===== src/design/assert_macros.svh =====
// Assertion macros for the design file that checks its own behavior.
`ifndef ASSERT_MACROS_SVH
`define ASSERT_MACROS_SVH

// Checked at every rising edge outside reset.
`define GLJ_ASSERT(label, clk, rst, prop, msg) \
  label: assert property (@(posedge clk) disable iff (rst) prop) \
    else $error(msg);

// Checked at every rising edge, reset included.
`define GLJ_ASSERT_ALWAYS(label, clk, prop, msg) \
  label: assert property (@(posedge clk) prop) else $error(msg);

`endif


===== src/design/gljust_pkg.sv =====
// Shared types and constants of the greedy line justifier.
package gljust_pkg;

  localparam int LEN_W          = 7;
  localparam int MAX_LINE       = 64;
  localparam int DEF_MAX_WORDS  = 32;
  localparam int LINE_RESET     = 16;
  localparam int ADDR_W         = 3;
  localparam int DATA_W         = 32;

  localparam logic [ADDR_W-3:0] REG_LINE_WIDTH = '0;

  typedef struct packed {
    logic [LEN_W-1:0] word_length;
    logic             final_word;
  } word_t;

  typedef struct packed {
    logic [LEN_W-1:0] placed_length;
    logic [LEN_W-1:0] spaces_after;
    logic             line_end;
    logic             too_long;
    logic             run_end;
  } place_t;

  typedef struct packed {
    logic capture;
    logic drop_step;
    logic err;
    logic flush_start;
    logic last_line;
    logic div_start;
    logic emit;
    logic flush_done;
    logic append;
  } cmd_t;

  typedef struct packed {
    logic dropping;
    logic too_long;
    logic empty;
    logic fin;
    logic need_flush;
    logic has_words;
    logic multi;
    logic div_busy;
    logic last_word;
    logic out_free;
  } sts_t;

endpackage


===== src/design/greedy_line_justifier.sv =====
// Greedy full-justification line packer: one word in, one result per placed or over-long word out.
// Each item is taken only while the block is idle, so a new word waits until the last is through.
// A line flush reads the buffered words out one at a time, first running the bit-serial
// divider when a justified line of two or more words spreads its slack.
// Words are held in a buffer with one write and one read port, read one entry per flush step.
// Synchronous reset clears the line state, the drop mode and sets line_width to 16.
`include "assert_macros.svh"

module greedy_line_justifier import gljust_pkg::*; #(
  parameter int MAX_WORDS = DEF_MAX_WORDS
) (
  input  logic              clk,
  input  logic              rst,
  input  logic              word_valid,
  output logic              word_ready,
  input  word_t             word,
  output logic              result_valid,
  input  logic              result_ready,
  output place_t            result,
  input  logic              psel,
  input  logic              penable,
  input  logic              pwrite,
  input  logic [ADDR_W-1:0] paddr,
  input  logic [DATA_W-1:0] pwdata,
  output logic [DATA_W-1:0] prdata,
  output logic              pready
);

  logic [LEN_W-1:0] line_width;
  logic             hit_line_width;
  cmd_t             cmd;
  sts_t             sts;

  assign pready         = 1'b1;
  assign hit_line_width = paddr[ADDR_W-1:2] == REG_LINE_WIDTH;
  assign prdata         = hit_line_width ? {{(DATA_W-LEN_W){1'b0}}, line_width} : '0;

  always_ff @(posedge clk) begin
    if (rst) begin
      line_width <= LEN_W'(LINE_RESET);
    end else if (psel && penable && pwrite && pready && hit_line_width) begin
      line_width <= pwdata[LEN_W-1:0];
    end
  end

  gljust_ctrl u_ctrl (
    .clk       (clk),
    .rst       (rst),
    .word_valid(word_valid),
    .word_ready(word_ready),
    .sts       (sts),
    .cmd       (cmd)
  );

  gljust_dp #(.MAX_WORDS(MAX_WORDS)) u_dp (
    .clk         (clk),
    .rst         (rst),
    .word        (word),
    .line_width  (line_width),
    .cmd         (cmd),
    .sts         (sts),
    .result_valid(result_valid),
    .result_ready(result_ready),
    .result      (result)
  );

  `GLJ_ASSERT(a_busy_after_accept, clk, rst, word_valid && word_ready |=> !word_ready, "block took a second item at once")
  `GLJ_ASSERT(a_error_shape, clk, rst, result_valid && result.too_long |-> result.run_end && !result.line_end && result.spaces_after == '0, "malformed error result")
  `GLJ_ASSERT(a_no_empty_word, clk, rst, result_valid && !result.too_long |-> result.placed_length != '0, "empty word placed")
  `GLJ_ASSERT_ALWAYS(a_reset_clears_out, clk, rst |=> !result_valid, "result valid right after reset")

endmodule


===== src/design/gljust_div.sv =====
// Restoring divider, one quotient bit per cycle, for spreading slack over gaps.
module gljust_div import gljust_pkg::*; #(
  parameter int DW = 6
) (
  input  logic             clk,
  input  logic             rst,
  input  logic             start,
  input  logic [LEN_W-1:0] dividend,
  input  logic [DW-1:0]    divisor,
  output logic             busy,
  output logic [LEN_W-1:0] quotient,
  output logic [DW-1:0]    remainder
);

  localparam int STEP_W = $clog2(LEN_W);

  logic [LEN_W-1:0]  q;
  logic [DW-1:0]     r;
  logic [DW-1:0]     d;
  logic [STEP_W-1:0] steps;
  logic [DW:0]       trial;
  logic              take;

  assign trial = {r, q[LEN_W-1]};
  assign take  = trial >= {1'b0, d};

  always_ff @(posedge clk) begin
    if (rst) begin
      busy  <= 1'b0;
      steps <= '0;
    end else if (start) begin
      busy  <= 1'b1;
      steps <= '0;
    end else if (busy) begin
      steps <= steps + STEP_W'(1);
      if (steps == STEP_W'(LEN_W - 1)) begin
        busy <= 1'b0;
      end
    end
  end

  always_ff @(posedge clk) begin
    if (start) begin
      q <= dividend;
      r <= '0;
      d <= divisor;
    end else if (busy) begin
      if (take) begin
        r <= DW'(trial - {1'b0, d});
        q <= {q[LEN_W-2:0], 1'b1};
      end else begin
        r <= trial[DW-1:0];
        q <= {q[LEN_W-2:0], 1'b0};
      end
    end
  end

  assign quotient  = q;
  assign remainder = r;

endmodule


===== src/design/gljust_dp.sv =====
// Datapath: word buffer, line state, slack divider and result register.
module gljust_dp import gljust_pkg::*; #(
  parameter int MAX_WORDS = DEF_MAX_WORDS
) (
  input  logic             clk,
  input  logic             rst,
  input  word_t            word,
  input  logic [LEN_W-1:0] line_width,
  input  cmd_t             cmd,
  output sts_t             sts,
  output logic             result_valid,
  input  logic             result_ready,
  output place_t           result
);

  localparam int CNT_W = $clog2(MAX_WORDS + 1);
  localparam int IDX_W = (MAX_WORDS > 1) ? $clog2(MAX_WORDS) : 1;

  logic [LEN_W-1:0] len;
  logic             fin;
  logic [CNT_W-1:0] count;
  logic [LEN_W-1:0] pw;
  logic             dropping;
  logic [LEN_W-1:0] lengths [MAX_WORDS];
  logic [LEN_W-1:0] rd_len;
  logic [IDX_W-1:0] idx;
  logic [CNT_W-1:0] idx_ext;
  logic [LEN_W-1:0] slack;
  logic [LEN_W-1:0] slack_now;
  logic             last_line;
  logic [LEN_W-1:0] width_eff;
  logic [LEN_W:0]   fit_sum;
  logic [CNT_W-1:0] gaps;
  logic [LEN_W-1:0] quot;
  logic [CNT_W-1:0] rmd;
  logic             div_busy;
  logic             last_word;
  logic [LEN_W-1:0] spaces;

  always_comb begin
    if (line_width == '0) begin
      width_eff = LEN_W'(1);
    end else if (line_width > LEN_W'(MAX_LINE)) begin
      width_eff = LEN_W'(MAX_LINE);
    end else begin
      width_eff = line_width;
    end
  end

  assign fit_sum   = {1'b0, pw} + (LEN_W+1)'(1) + {1'b0, len};
  assign slack_now = (pw < width_eff) ? width_eff - pw : '0;
  assign gaps      = count - CNT_W'(1);
  assign idx_ext   = CNT_W'(idx);
  assign last_word = idx_ext == gaps;

  // A single-word line is padded after its word, like the final line.
  // A justified line gets the even share plus one more on the leftmost gaps.
  always_comb begin
    if (last_line || gaps == '0) begin
      spaces = last_word ? slack : LEN_W'(1);
    end else if (last_word) begin
      spaces = '0;
    end else begin
      spaces = LEN_W'(1) + quot + ((idx_ext < rmd) ? LEN_W'(1) : LEN_W'(0));
    end
  end

  gljust_div #(.DW(CNT_W)) u_div (
    .clk      (clk),
    .rst      (rst),
    .start    (cmd.div_start),
    .dividend (slack_now),
    .divisor  (gaps),
    .busy     (div_busy),
    .quotient (quot),
    .remainder(rmd)
  );

  always_ff @(posedge clk) begin
    if (cmd.capture) begin
      len <= word.word_length;
      fin <= word.final_word;
    end
    if (cmd.flush_start) begin
      idx       <= '0;
      slack     <= slack_now;
      last_line <= cmd.last_line;
    end else if (cmd.emit) begin
      idx <= idx + IDX_W'(1);
    end
  end

  always_ff @(posedge clk) begin
    if (cmd.append) begin
      lengths[count[IDX_W-1:0]] <= len;
    end
    rd_len <= lengths[idx];
  end

  always_ff @(posedge clk) begin
    if (rst) begin
      count    <= '0;
      pw       <= '0;
      dropping <= 1'b0;
    end else begin
      if (cmd.drop_step && fin) begin
        dropping <= 1'b0;
      end
      if (cmd.err) begin
        count    <= '0;
        pw       <= '0;
        dropping <= !fin;
      end
      if (cmd.flush_done) begin
        count <= '0;
        pw    <= '0;
      end
      if (cmd.append) begin
        count <= count + CNT_W'(1);
        pw    <= (count == '0) ? len : fit_sum[LEN_W-1:0];
      end
    end
  end

  assign sts.out_free = !result_valid || result_ready;

  always_ff @(posedge clk) begin
    if (rst) begin
      result_valid <= 1'b0;
    end else if (sts.out_free) begin
      result_valid <= cmd.emit || cmd.err;
    end
  end

  always_ff @(posedge clk) begin
    if (cmd.emit) begin
      result.placed_length <= rd_len;
      result.spaces_after  <= spaces;
      result.line_end      <= last_word;
      result.too_long      <= 1'b0;
      // A justified line followed by a final line is not the end of the run.
      result.run_end       <= last_word && (last_line || !fin);
    end else if (cmd.err) begin
      result.placed_length <= len;
      result.spaces_after  <= '0;
      result.line_end      <= 1'b0;
      result.too_long      <= 1'b1;
      result.run_end       <= 1'b1;
    end
  end

  assign sts.dropping   = dropping;
  assign sts.too_long   = len > width_eff;
  assign sts.empty      = len == '0;
  assign sts.fin        = fin;
  assign sts.need_flush = (count != '0) &&
                          ((fit_sum > {1'b0, width_eff}) || (count >= CNT_W'(MAX_WORDS)));
  assign sts.has_words  = count != '0;
  assign sts.multi      = count > CNT_W'(1);
  assign sts.div_busy   = div_busy;
  assign sts.last_word  = last_word;

endmodule


===== src/design/gljust_ctrl.sv =====
// Controller: sequences decode, error, line flush and buffering of each item.
module gljust_ctrl import gljust_pkg::*; (
  input  logic clk,
  input  logic rst,
  input  logic word_valid,
  output logic word_ready,
  input  sts_t sts,
  output cmd_t cmd
);

  typedef enum logic [7:0] {
    S_IDLE   = 8'b0000_0001,
    S_DECIDE = 8'b0000_0010,
    S_ERROR  = 8'b0000_0100,
    S_FLUSH  = 8'b0000_1000,
    S_DIVIDE = 8'b0001_0000,
    S_READ   = 8'b0010_0000,
    S_EMIT   = 8'b0100_0000,
    S_APPEND = 8'b1000_0000
  } state_t;

  state_t state, state_next;
  logic   final_pass, final_pass_next;

  assign word_ready = state == S_IDLE;

  always_comb begin
    cmd             = '0;
    state_next      = state;
    final_pass_next = final_pass;
    case (state)
      S_IDLE: begin
        if (word_valid) begin
          cmd.capture = 1'b1;
          state_next  = S_DECIDE;
        end
      end
      S_DECIDE: begin
        if (sts.dropping) begin
          cmd.drop_step = 1'b1;
          state_next    = S_IDLE;
        end else if (sts.too_long) begin
          state_next = S_ERROR;
        end else if (sts.empty) begin
          if (sts.fin && sts.has_words) begin
            final_pass_next = 1'b1;
            state_next      = S_FLUSH;
          end else begin
            state_next = S_IDLE;
          end
        end else if (sts.need_flush) begin
          final_pass_next = 1'b0;
          state_next      = S_FLUSH;
        end else begin
          state_next = S_APPEND;
        end
      end
      S_ERROR: begin
        if (sts.out_free) begin
          cmd.err    = 1'b1;
          state_next = S_IDLE;
        end
      end
      S_FLUSH: begin
        cmd.flush_start = 1'b1;
        cmd.last_line   = final_pass;
        if (sts.multi && !final_pass) begin
          cmd.div_start = 1'b1;
          state_next    = S_DIVIDE;
        end else begin
          state_next = S_READ;
        end
      end
      S_DIVIDE: begin
        if (!sts.div_busy) begin
          state_next = S_READ;
        end
      end
      S_READ: begin
        state_next = S_EMIT;
      end
      S_EMIT: begin
        if (sts.out_free) begin
          cmd.emit = 1'b1;
          if (sts.last_word) begin
            cmd.flush_done = 1'b1;
            state_next     = final_pass ? S_IDLE : S_APPEND;
          end else begin
            state_next = S_READ;
          end
        end
      end
      S_APPEND: begin
        cmd.append = 1'b1;
        if (sts.fin) begin
          final_pass_next = 1'b1;
          state_next      = S_FLUSH;
        end else begin
          state_next = S_IDLE;
        end
      end
      default: begin
        state_next = S_IDLE;
      end
    endcase
  end

  always_ff @(posedge clk) begin
    if (rst) begin
      state      <= S_IDLE;
      final_pass <= 1'b0;
    end else begin
      state      <= state_next;
      final_pass <= final_pass_next;
    end
  end

endmodule

===== config.mk =====
export PLATFORM = sky130hd
export DESIGN_NAME = greedy_line_justifier
export DESIGN_NICKNAME = d
export VERILOG_FILES = /design/src/design/gljust_pkg.sv /design/src/design/greedy_line_justifier.sv /design/src/design/gljust_div.sv /design/src/design/gljust_dp.sv /design/src/design/gljust_ctrl.sv
export VERILOG_INCLUDE_DIRS = /design/src /design/src/design
export SDC_FILE = /design/constraint.sdc
export NUM_CORES = 1
export LEC_CHECK = 0
export BUFFER_PORTS_ARGS = -buffer_cell sky130_fd_sc_hd__buf_4
export CAP_MARGIN = 0
export CORE_ASPECT_RATIO = 1.4
export CORE_UTILIZATION = 31
export DETAILED_ROUTE_END_ITERATION = 12
export GPL_TIMING_DRIVEN = 0
export PLACE_DENSITY_LB_ADDON = 0.3
export SYNTH_ARGS = -nofsm -noshare
export SYNTH_HDL_FRONTEND = slang
export SYNTH_HIERARCHICAL = 1
export SYNTH_SLANG_ARGS = --single-unit

===== constraint.sdc =====
create_clock -name clk -period 3.2 [get_ports clk]
set_clock_uncertainty 0.1 [all_clocks]
set_input_delay 0.16 -clock clk [delete_from_list [all_inputs] [get_ports clk]]
set_output_delay 0.16 -clock clk [all_outputs]
set_load 0.01 [all_outputs]

==> impl_metrics.py, run 1 <==
metrics = {
    "outcome": {
        "status": "finished, violations left",
        "violations": "setup timing",
    },
    "drt": {
        "ant_nets": 0,
        "dr_total_vias": 9029,
        "drt_iter0_markers": 516,
        "routedWlPerCell_um": 20.5,
        "totalWireLength_mm": 37.7,
        "vias_per_cell": 4.92,
        "dr.pass1.iters": 5,
        "drc": 0,
    },
    "finish": {
        "final_nets": 1289,
        "seq_area_mm2": 0.00916,
        "syn_to_final_growth_pct": 21.3,
        "fillers": 4415,
        "multi_input_area_mm2": 0.00557,
        "n_antenna_cell": 0,
        "drive_above_1_share_pct": 29.8,
        "fin_cells": 1834,
    },
    "critical_path": {
        "crit_path_max_incr_delay_ns": 0.71,
        "crit_cells": 5,
        "reg2reg_depth": 5,
        "startpoint": "u_ctrl/state[4]",
        "crit_chain": "nor4_4 -> and4b_2 -> clkbuf_1 -> nand2_1 -> nor2_1",
        "cp_data_required_time_ns": 3.32,
        "r2r_slack_ns": -0.007,
        "critPathSlowestCell": "nor2_1",
        "critPathMaxFanout": 10,
        "critPathCapture": "u_dp/lengths[24][5]",
        "crit_family": "simple AND/OR/NAND/NOR gates",
        "timing.rr.start": "u_ctrl/state[4]",
        "crit_type": "flop to flop",
        "path_buf_inv": 1,
        "critical_path_arrival_ns": 3.33,
        "cp-end-kind": "flop",
        "startpoint_type": "flop",
        "r2r-end": "u_dp/lengths[24][5]",
    },
    "pwr": {
        "p_per_area_mw_per_mm2": 507,
        "pwr-share-seq_pct": 51.2,
        "peakVddDrop_v": 0.000294,
        "switching_share_pct": 22.8,
        "p_comb_share_pct": 8.9,
        "total_power_mw": 9.20,
        "p_switching_mw": 2.09,
        "leakagePower_nw": 6.30,
        "clkPwrFrac_pct": 39.9,
        "p_int_mw": 7.10,
    },
    "clock_tree": {
        "cts_tree": "yes",
        "clkLatencyLatePin_ns": 0.59,
        "htree_levels": 1,
        "root_buffer": "clkbuf_16",
        "clock_path_buffers": 3,
        "numCtsBuffers": 30,
        "cts_sinks": 323,
        "path_clk_slew_ns": 0.07,
    },
    "place": {
        "portBuffers": 48,
        "gp_congestion": 0.849,
        "dp.cells": 1717,
        "dp_hpwl_mm": 24.0,
    },
    "global_routing": {
        "met1_usage_pct": 18.2,
        "grt_max_degree": 20,
        "grt.overflow.total": 0,
        "gr-usage-met3_pct": 1.31,
        "grt_use_total_pct": 15.4,
        "grt.busiest_layer": "met2",
        "antenna_found_initial": 1,
        "grt_use_met2_pct": 29.5,
        "grt_first_pass_wirelength_mm": 56.5,
        "grt_pass1_vias": 9119,
    },
    "yosys": {
        "synth_enable_flop_cells": 269,
        "yosysSeqAreaShare_pct": 61.2,
        "synthesis.area_mm2": 0.0150,
        "ys_ff_latch": 323,
        "ys.flop_type": "edfxtp_1",
        "async_reset_ff_share_pct": 0,
        "yosysUniqueCellTypes": 78,
        "synth.avg_cell_area_um2": 14.7,
        "yosysWarnings": 6,
        "syn_inst": 1021,
    },
    "timing": {
        "fin_crit_sh_pct": 100,
        "max_slew_margin_pct": 37.2,
        "fin_ws_ns": -0.00677,
        "hold_violations": 0,
        "setup-violations-final": 7,
        "tightest_slew_ns": 0.942,
        "drv_slew": 0,
        "rsz0062_at_grt": "true",
        "period_needed_ns": 3.21,
        "max_freq_mhz": 312,
        "setup_tns_ns": -0.0368,
        "fin_hold_ws_ns": 0.0436,
    },
    "floorplanning": {
        "fp-row-count": 94,
        "core_mm2": 0.0473,
        "die_x_um": 188,
        "die_height_um": 262,
        "start_util_pct": 31.7,
        "die_area_mm2": 0.0492,
        "ioPinCount": 102,
    },
    "run": {
        "maxCapViolCount": 0,
    },
    "worst_hold_path": {
        "hold_depth": 4,
        "hold_class": "input pin to flop",
    },
}
cell type report:
cell class / instances / area share, %
Buffer: 73 / 2.49
Clock buffer: 42 / 4.66
Clock inverter: 14 / 0.965
Inverter: 52 / 1.12
Multi-Input combinational cell: 596 / 30.7
Sequential cell: 323 / 50.5
Tap cell: 624 / 4.30
Timing Repair Buffer: 110 / 5.33
worst min-delay path, stage by stage:
cell     delay [ns]
buf_4          0.07
and4b_1        0.19
buf_6          0.15
mux2i_1        0.08
layout by cell type (no fill, tap or decap), drive strengths merged, types with 5 or more instances in the layout:
master,netlist,routed
a211oi,8,8
a21o,9,9
a21oi,29,29
a22o,8,8
and2,5,5
and2b,9,9
and3,5,5
and4b,5,5
buf,55,142
clkbuf,19,62
clkinv,2,12
conb,2,26
dfxtp,54,54
dlygate4sd3,0,21
edfxtp,269,269
ha,50,50
inv,50,48
mux2,16,16
mux2i,15,15
mux4,70,70
nand2,46,46
nand2b,24,24
nand3,8,8
nand3b,6,6
nand4,5,5
nor2,86,86
nor2b,12,12
nor3,16,16
nor4,12,12
o211ai,5,5
o21a,8,8
o21ai,20,20
o32ai,7,7
or3,5,5
xnor2,11,11
xor2,18,18
flip-flops by register name, indices dropped and copies added (netlist names), 3 cells and up:
signal / count
u_dp/u_div/d: 6
u_ctrl/state: 8
u_dp/idx: 5
u_dp/u_div/quotient: 7
u_dp/len: 7
u_dp/result: 17
u_dp/u_div/remainder: 6
u_dp/u_div/steps: 3
u_dp/slack: 7
u_dp/rd_len: 7
u_dp/pw: 7
u_dp/count: 6
line_width: 7
u_dp/lengths: 224
worst min path at each step:
| stage | from | endpoint | slack (ns) |
|---|---|---|---|
| after floorplan | rst | u_ctrl/final_pass | 0.13 |
| after global placement | word[0] | u_dp/fin | 0.24 |
| after detailed placement | word[0] | u_dp/fin | 0.24 |
| after CTS | penable | line_width[0] | 0.02 |
| after global routing | penable | line_width[0] | 0.05 |
| final | penable | line_width[5] | 0.04 |
metrics by stage:
step | util (%) | worst slack (ns) | instance area [um2]
floorplan | - | 0.0216 | 15100
global placement | 34.3 | -1.18 | 16200
detailed placement | 34.3 | -1.19 | 16200
CTS | 37.7 | -0.0470 | 17800
global route | 38.4 | -0.115 | 18200
finish | 38.4 | -0.00677 | 18200
repair_timing:
action	4_1_cts	5_1_grt
pin swaps	4	19
resized for setup	41	46
endpoints found under the setup margin	154	112
hold endpoints to repair	27	0
hold buffers	21	0
buffers inserted	23	18
Yosys cell counts (4+ instances only):
cell,count,area (um2)
ha_1,50,626
and3_1,4,25.0
a211oi_1,8,60.1
buf_6,5,56.3
or3_1,4,25.0
and2b_2,9,78.8
o21ai_0,19,95.1
a21o_1,9,67.6
mux2i_1,15,150
inv_1,50,188
o211ai_1,5,37.5
nor2b_1,12,75.1
a21oi_1,29,145
o32ai_1,7,61.3
buf_4,31,233
nor4_1,8,50.1
a22o_1,8,70.1
nand4b_1,4,35.0
nand2_1,46,173
xnor2_1,11,96.3
nor3_1,14,70.1
o21a_1,8,60.1
nand3_1,7,35.0
xor2_1,17,149
buf_1,7,26.3
buf_2,12,60.1
and2_1,5,31.3
and4b_1,4,40.0
edfxtp_1,269,8080
nand2b_1,24,150
nand3b_1,6,45.0
mux2_2,16,180
mux4_2,70,1580
nor2_1,86,323
dfxtp_1,54,1080
nand4_1,5,31.3
clkbuf_1,19,71.3
power by group through the flow:
stage / Clock (mW) / Combinational [mW] / Sequential, mW
floorplan: 0 / 0.373 / 4.84
detailed placement: 0 / 0.507 / 4.93
finish: 3.67 / 0.817 / 4.71
CTS: 3.76 / 0.750 / 4.72
global placement: 0 / 0.502 / 4.92
global route: 3.91 / 0.893 / 4.72
layer usage:
metal	routed length, um	vias up
li1	-	4172
met1	14900	4594
met2	20600	219
met3	1470	44
met4	700	0
met5	0	-
kinds of logic after synthesis:
logic type | share of synthesized area, %
flip-flops | 61.2
XOR/XNOR | 1.75
AO/OA/AOI/OAI | 5.58
multiplexers | 12.7
other | 0.0502
adder cells (fa/ha/maj) | 4.58
buffers and inverters | 4.29
AND/OR/NAND/NOR | 9.81
(Power assumes the default switching activity.)
==> run 2: changes to the inputs <==
GPL_TIMING_DRIVEN = not set   (was 0)
PLACE_DENSITY = 0.57   (was not set)
PLACE_DENSITY_LB_ADDON = not set   (was 0.3)
==> impl_metrics.py, run 2 (synthesis gave the netlist of run 1 again) <==
metrics = {
    "outcome": {
        "status": "finished, final reports clean",
    },
    "clock_tree": {
        "numCtsBuffers": 31,
        "clock_path_buffers": 3,
        "clkLatencyLatePin_ns": 0.57,
        "root_buffer": "clkbuf_16",
        "cts_tree": "yes",
        "htree_levels": 1,
        "path_clk_slew_ns": 0.06,
        "cts_sinks": 323,
    },
    "timing": {
        "drv_slew": 0,
        "fin_hold_ws_ns": 0.110,
        "fin_crit_sh_pct": 95.4,
        "setup_tns_ns": 0,
        "rsz0062_at_grt": "true",
        "tightest_slew_ns": 0.927,
        "period_needed_ns": 3.05,
        "fin_ws_ns": 0.148,
        "setup-violations-final": 0,
        "max_freq_mhz": 328,
        "max_slew_margin_pct": 38.1,
        "hold_violations": 0,
    },
    "drt": {
        "ant_nets": 0,
        "routedWlPerCell_um": 18.6,
        "vias_per_cell": 4.83,
        "totalWireLength_mm": 33.0,
        "dr_total_vias": 8586,
        "dr.pass1.iters": 4,
        "drt_iter0_markers": 548,
        "drc": 0,
    },
    "floorplanning": {
        "die_x_um": 188,
        "ioPinCount": 102,
        "fp-row-count": 94,
        "die_height_um": 262,
        "start_util_pct": 31.7,
        "die_area_mm2": 0.0492,
        "core_mm2": 0.0473,
    },
    "place": {
        "dp_slack_ns": 0.0941,
        "dp_hpwl_mm": 22.5,
        "dpl_cell_area_mm2": 0.0162,
        "dp.cells": 1697,
        "portBuffers": 48,
        "gp_congestion": 0.779,
    },
    "critical_path": {
        "cp-end-kind": "flop",
        "critPathSlowestCell": "or4_1",
        "crit_chain": "or4_1 -> nor2_1 -> o21a_1 -> inv_1 -> ha_1 -> fa_2 -> nor2b_2 -> o21ai_0 -> nand2b_1 -> a221oi_1 -> o311ai_0 -> o32ai_1 -> mux2_2",
        "critPathMaxFanout": 4,
        "critical_path_arrival_ns": 3.27,
        "crit_path_max_incr_delay_ns": 0.51,
        "startpoint_type": "flop",
        "cp_data_required_time_ns": 3.42,
        "crit_type": "flop to flop",
    },
    "finish": {
        "final_nets": 1233,
        "layout_common_cells": "269 x edfxtp_1, 105 x buf_4, 85 x nor2_1",
        "fin_cells": 1777,
        "finish.utilization_pct": 36.8,
        "syn_to_final_growth_pct": 16.3,
        "fillers": 4542,
        "largest_register_ff_count": 224,
        "multi_input_area_mm2": 0.00528,
        "n_antenna_cell": 0,
        "final_design_area_no_fill_mm2": 0.0174,
        "layout_commonest_cell": "edfxtp_1",
        "seq_area_mm2": 0.00917,
        "drive_above_1_share_pct": 24.9,
    },
    "global_routing": {
        "grt_use_total_pct": 13.7,
        "antenna_found_initial": 0,
        "grt_first_pass_wirelength_mm": 51.7,
        "grt.overflow.total": 0,
        "grt_max_degree": 61,
        "grt_pass1_vias": 8916,
    },
    "pwr": {
        "peakVddDrop_v": 0.000481,
        "leakagePower_nw": 6.04,
        "total_power_mw": 8.89,
        "p_per_area_mw_per_mm2": 511,
    },
    "worst_hold_path": {
        "hold_class": "input pin to flop",
    },
    "run": {
        "maxCapViolCount": 0,
    },
}
## run 2: power breakdown
| part | leakage (nW) | internal, mW | switching, mW | total [mW] |
|---|---|---|---|---|
| clock | 0.469 | 1.96 | 1.59 | 3.55 |
| sequential | 2.87 | 4.66 | 0.0438 | 4.70 |
| combinational | 2.70 | 0.253 | 0.390 | 0.643 |
## run 2: path summary, 6_finish.rpt
check	from	end	cells past startpoint	slack, ns
setup / recovery	line_width[5]	u_dp/u_div/quotient[6]	13	0.15
hold / removal	penable	line_width[1]	3	0.11
hold reg to reg	u_dp/result[1]	u_dp/result[1]	2	0.38
setup reg to reg	line_width[5]	u_dp/u_div/quotient[6]	13	0.15
## run 2: final cells by class
cell class | instances | area share, %
flip-flops and latches | 323 | 52.7
clock buffers | 34 | 4.58
well taps | 624 | 4.48
multi-input cells | 596 | 30.3
inverters | 52 | 1.12
repair buffers | 126 | 5.79
clock inverters | 22 | 1.01
## run 2: metal layers
layer	up-vias	GRT usage, %	part of all wire (%)
li1	4043	-	-
met1	4324	15.7	39
met2	176	26.5	55
met3	43	1.42	3.8
met4	0	3.95	2.0
met5	-	0	0
## run 2: worst max-delay path, delay by kind of cell (launching register included)
family          cells  cell delay [ns]
simple gates        4             0.86
buf+inv             1             0.04
fa+ha+maj           2             0.55
mux                 1             0.29
flops               1             0.33
compound gates      5             0.63
## run 2: timing repair
action	CTS	global route
buffers inserted	0	4
setup endpoints to repair	0	6
resized for setup	0	14
hold buffers	20	0
hold endpoints to repair	35	0
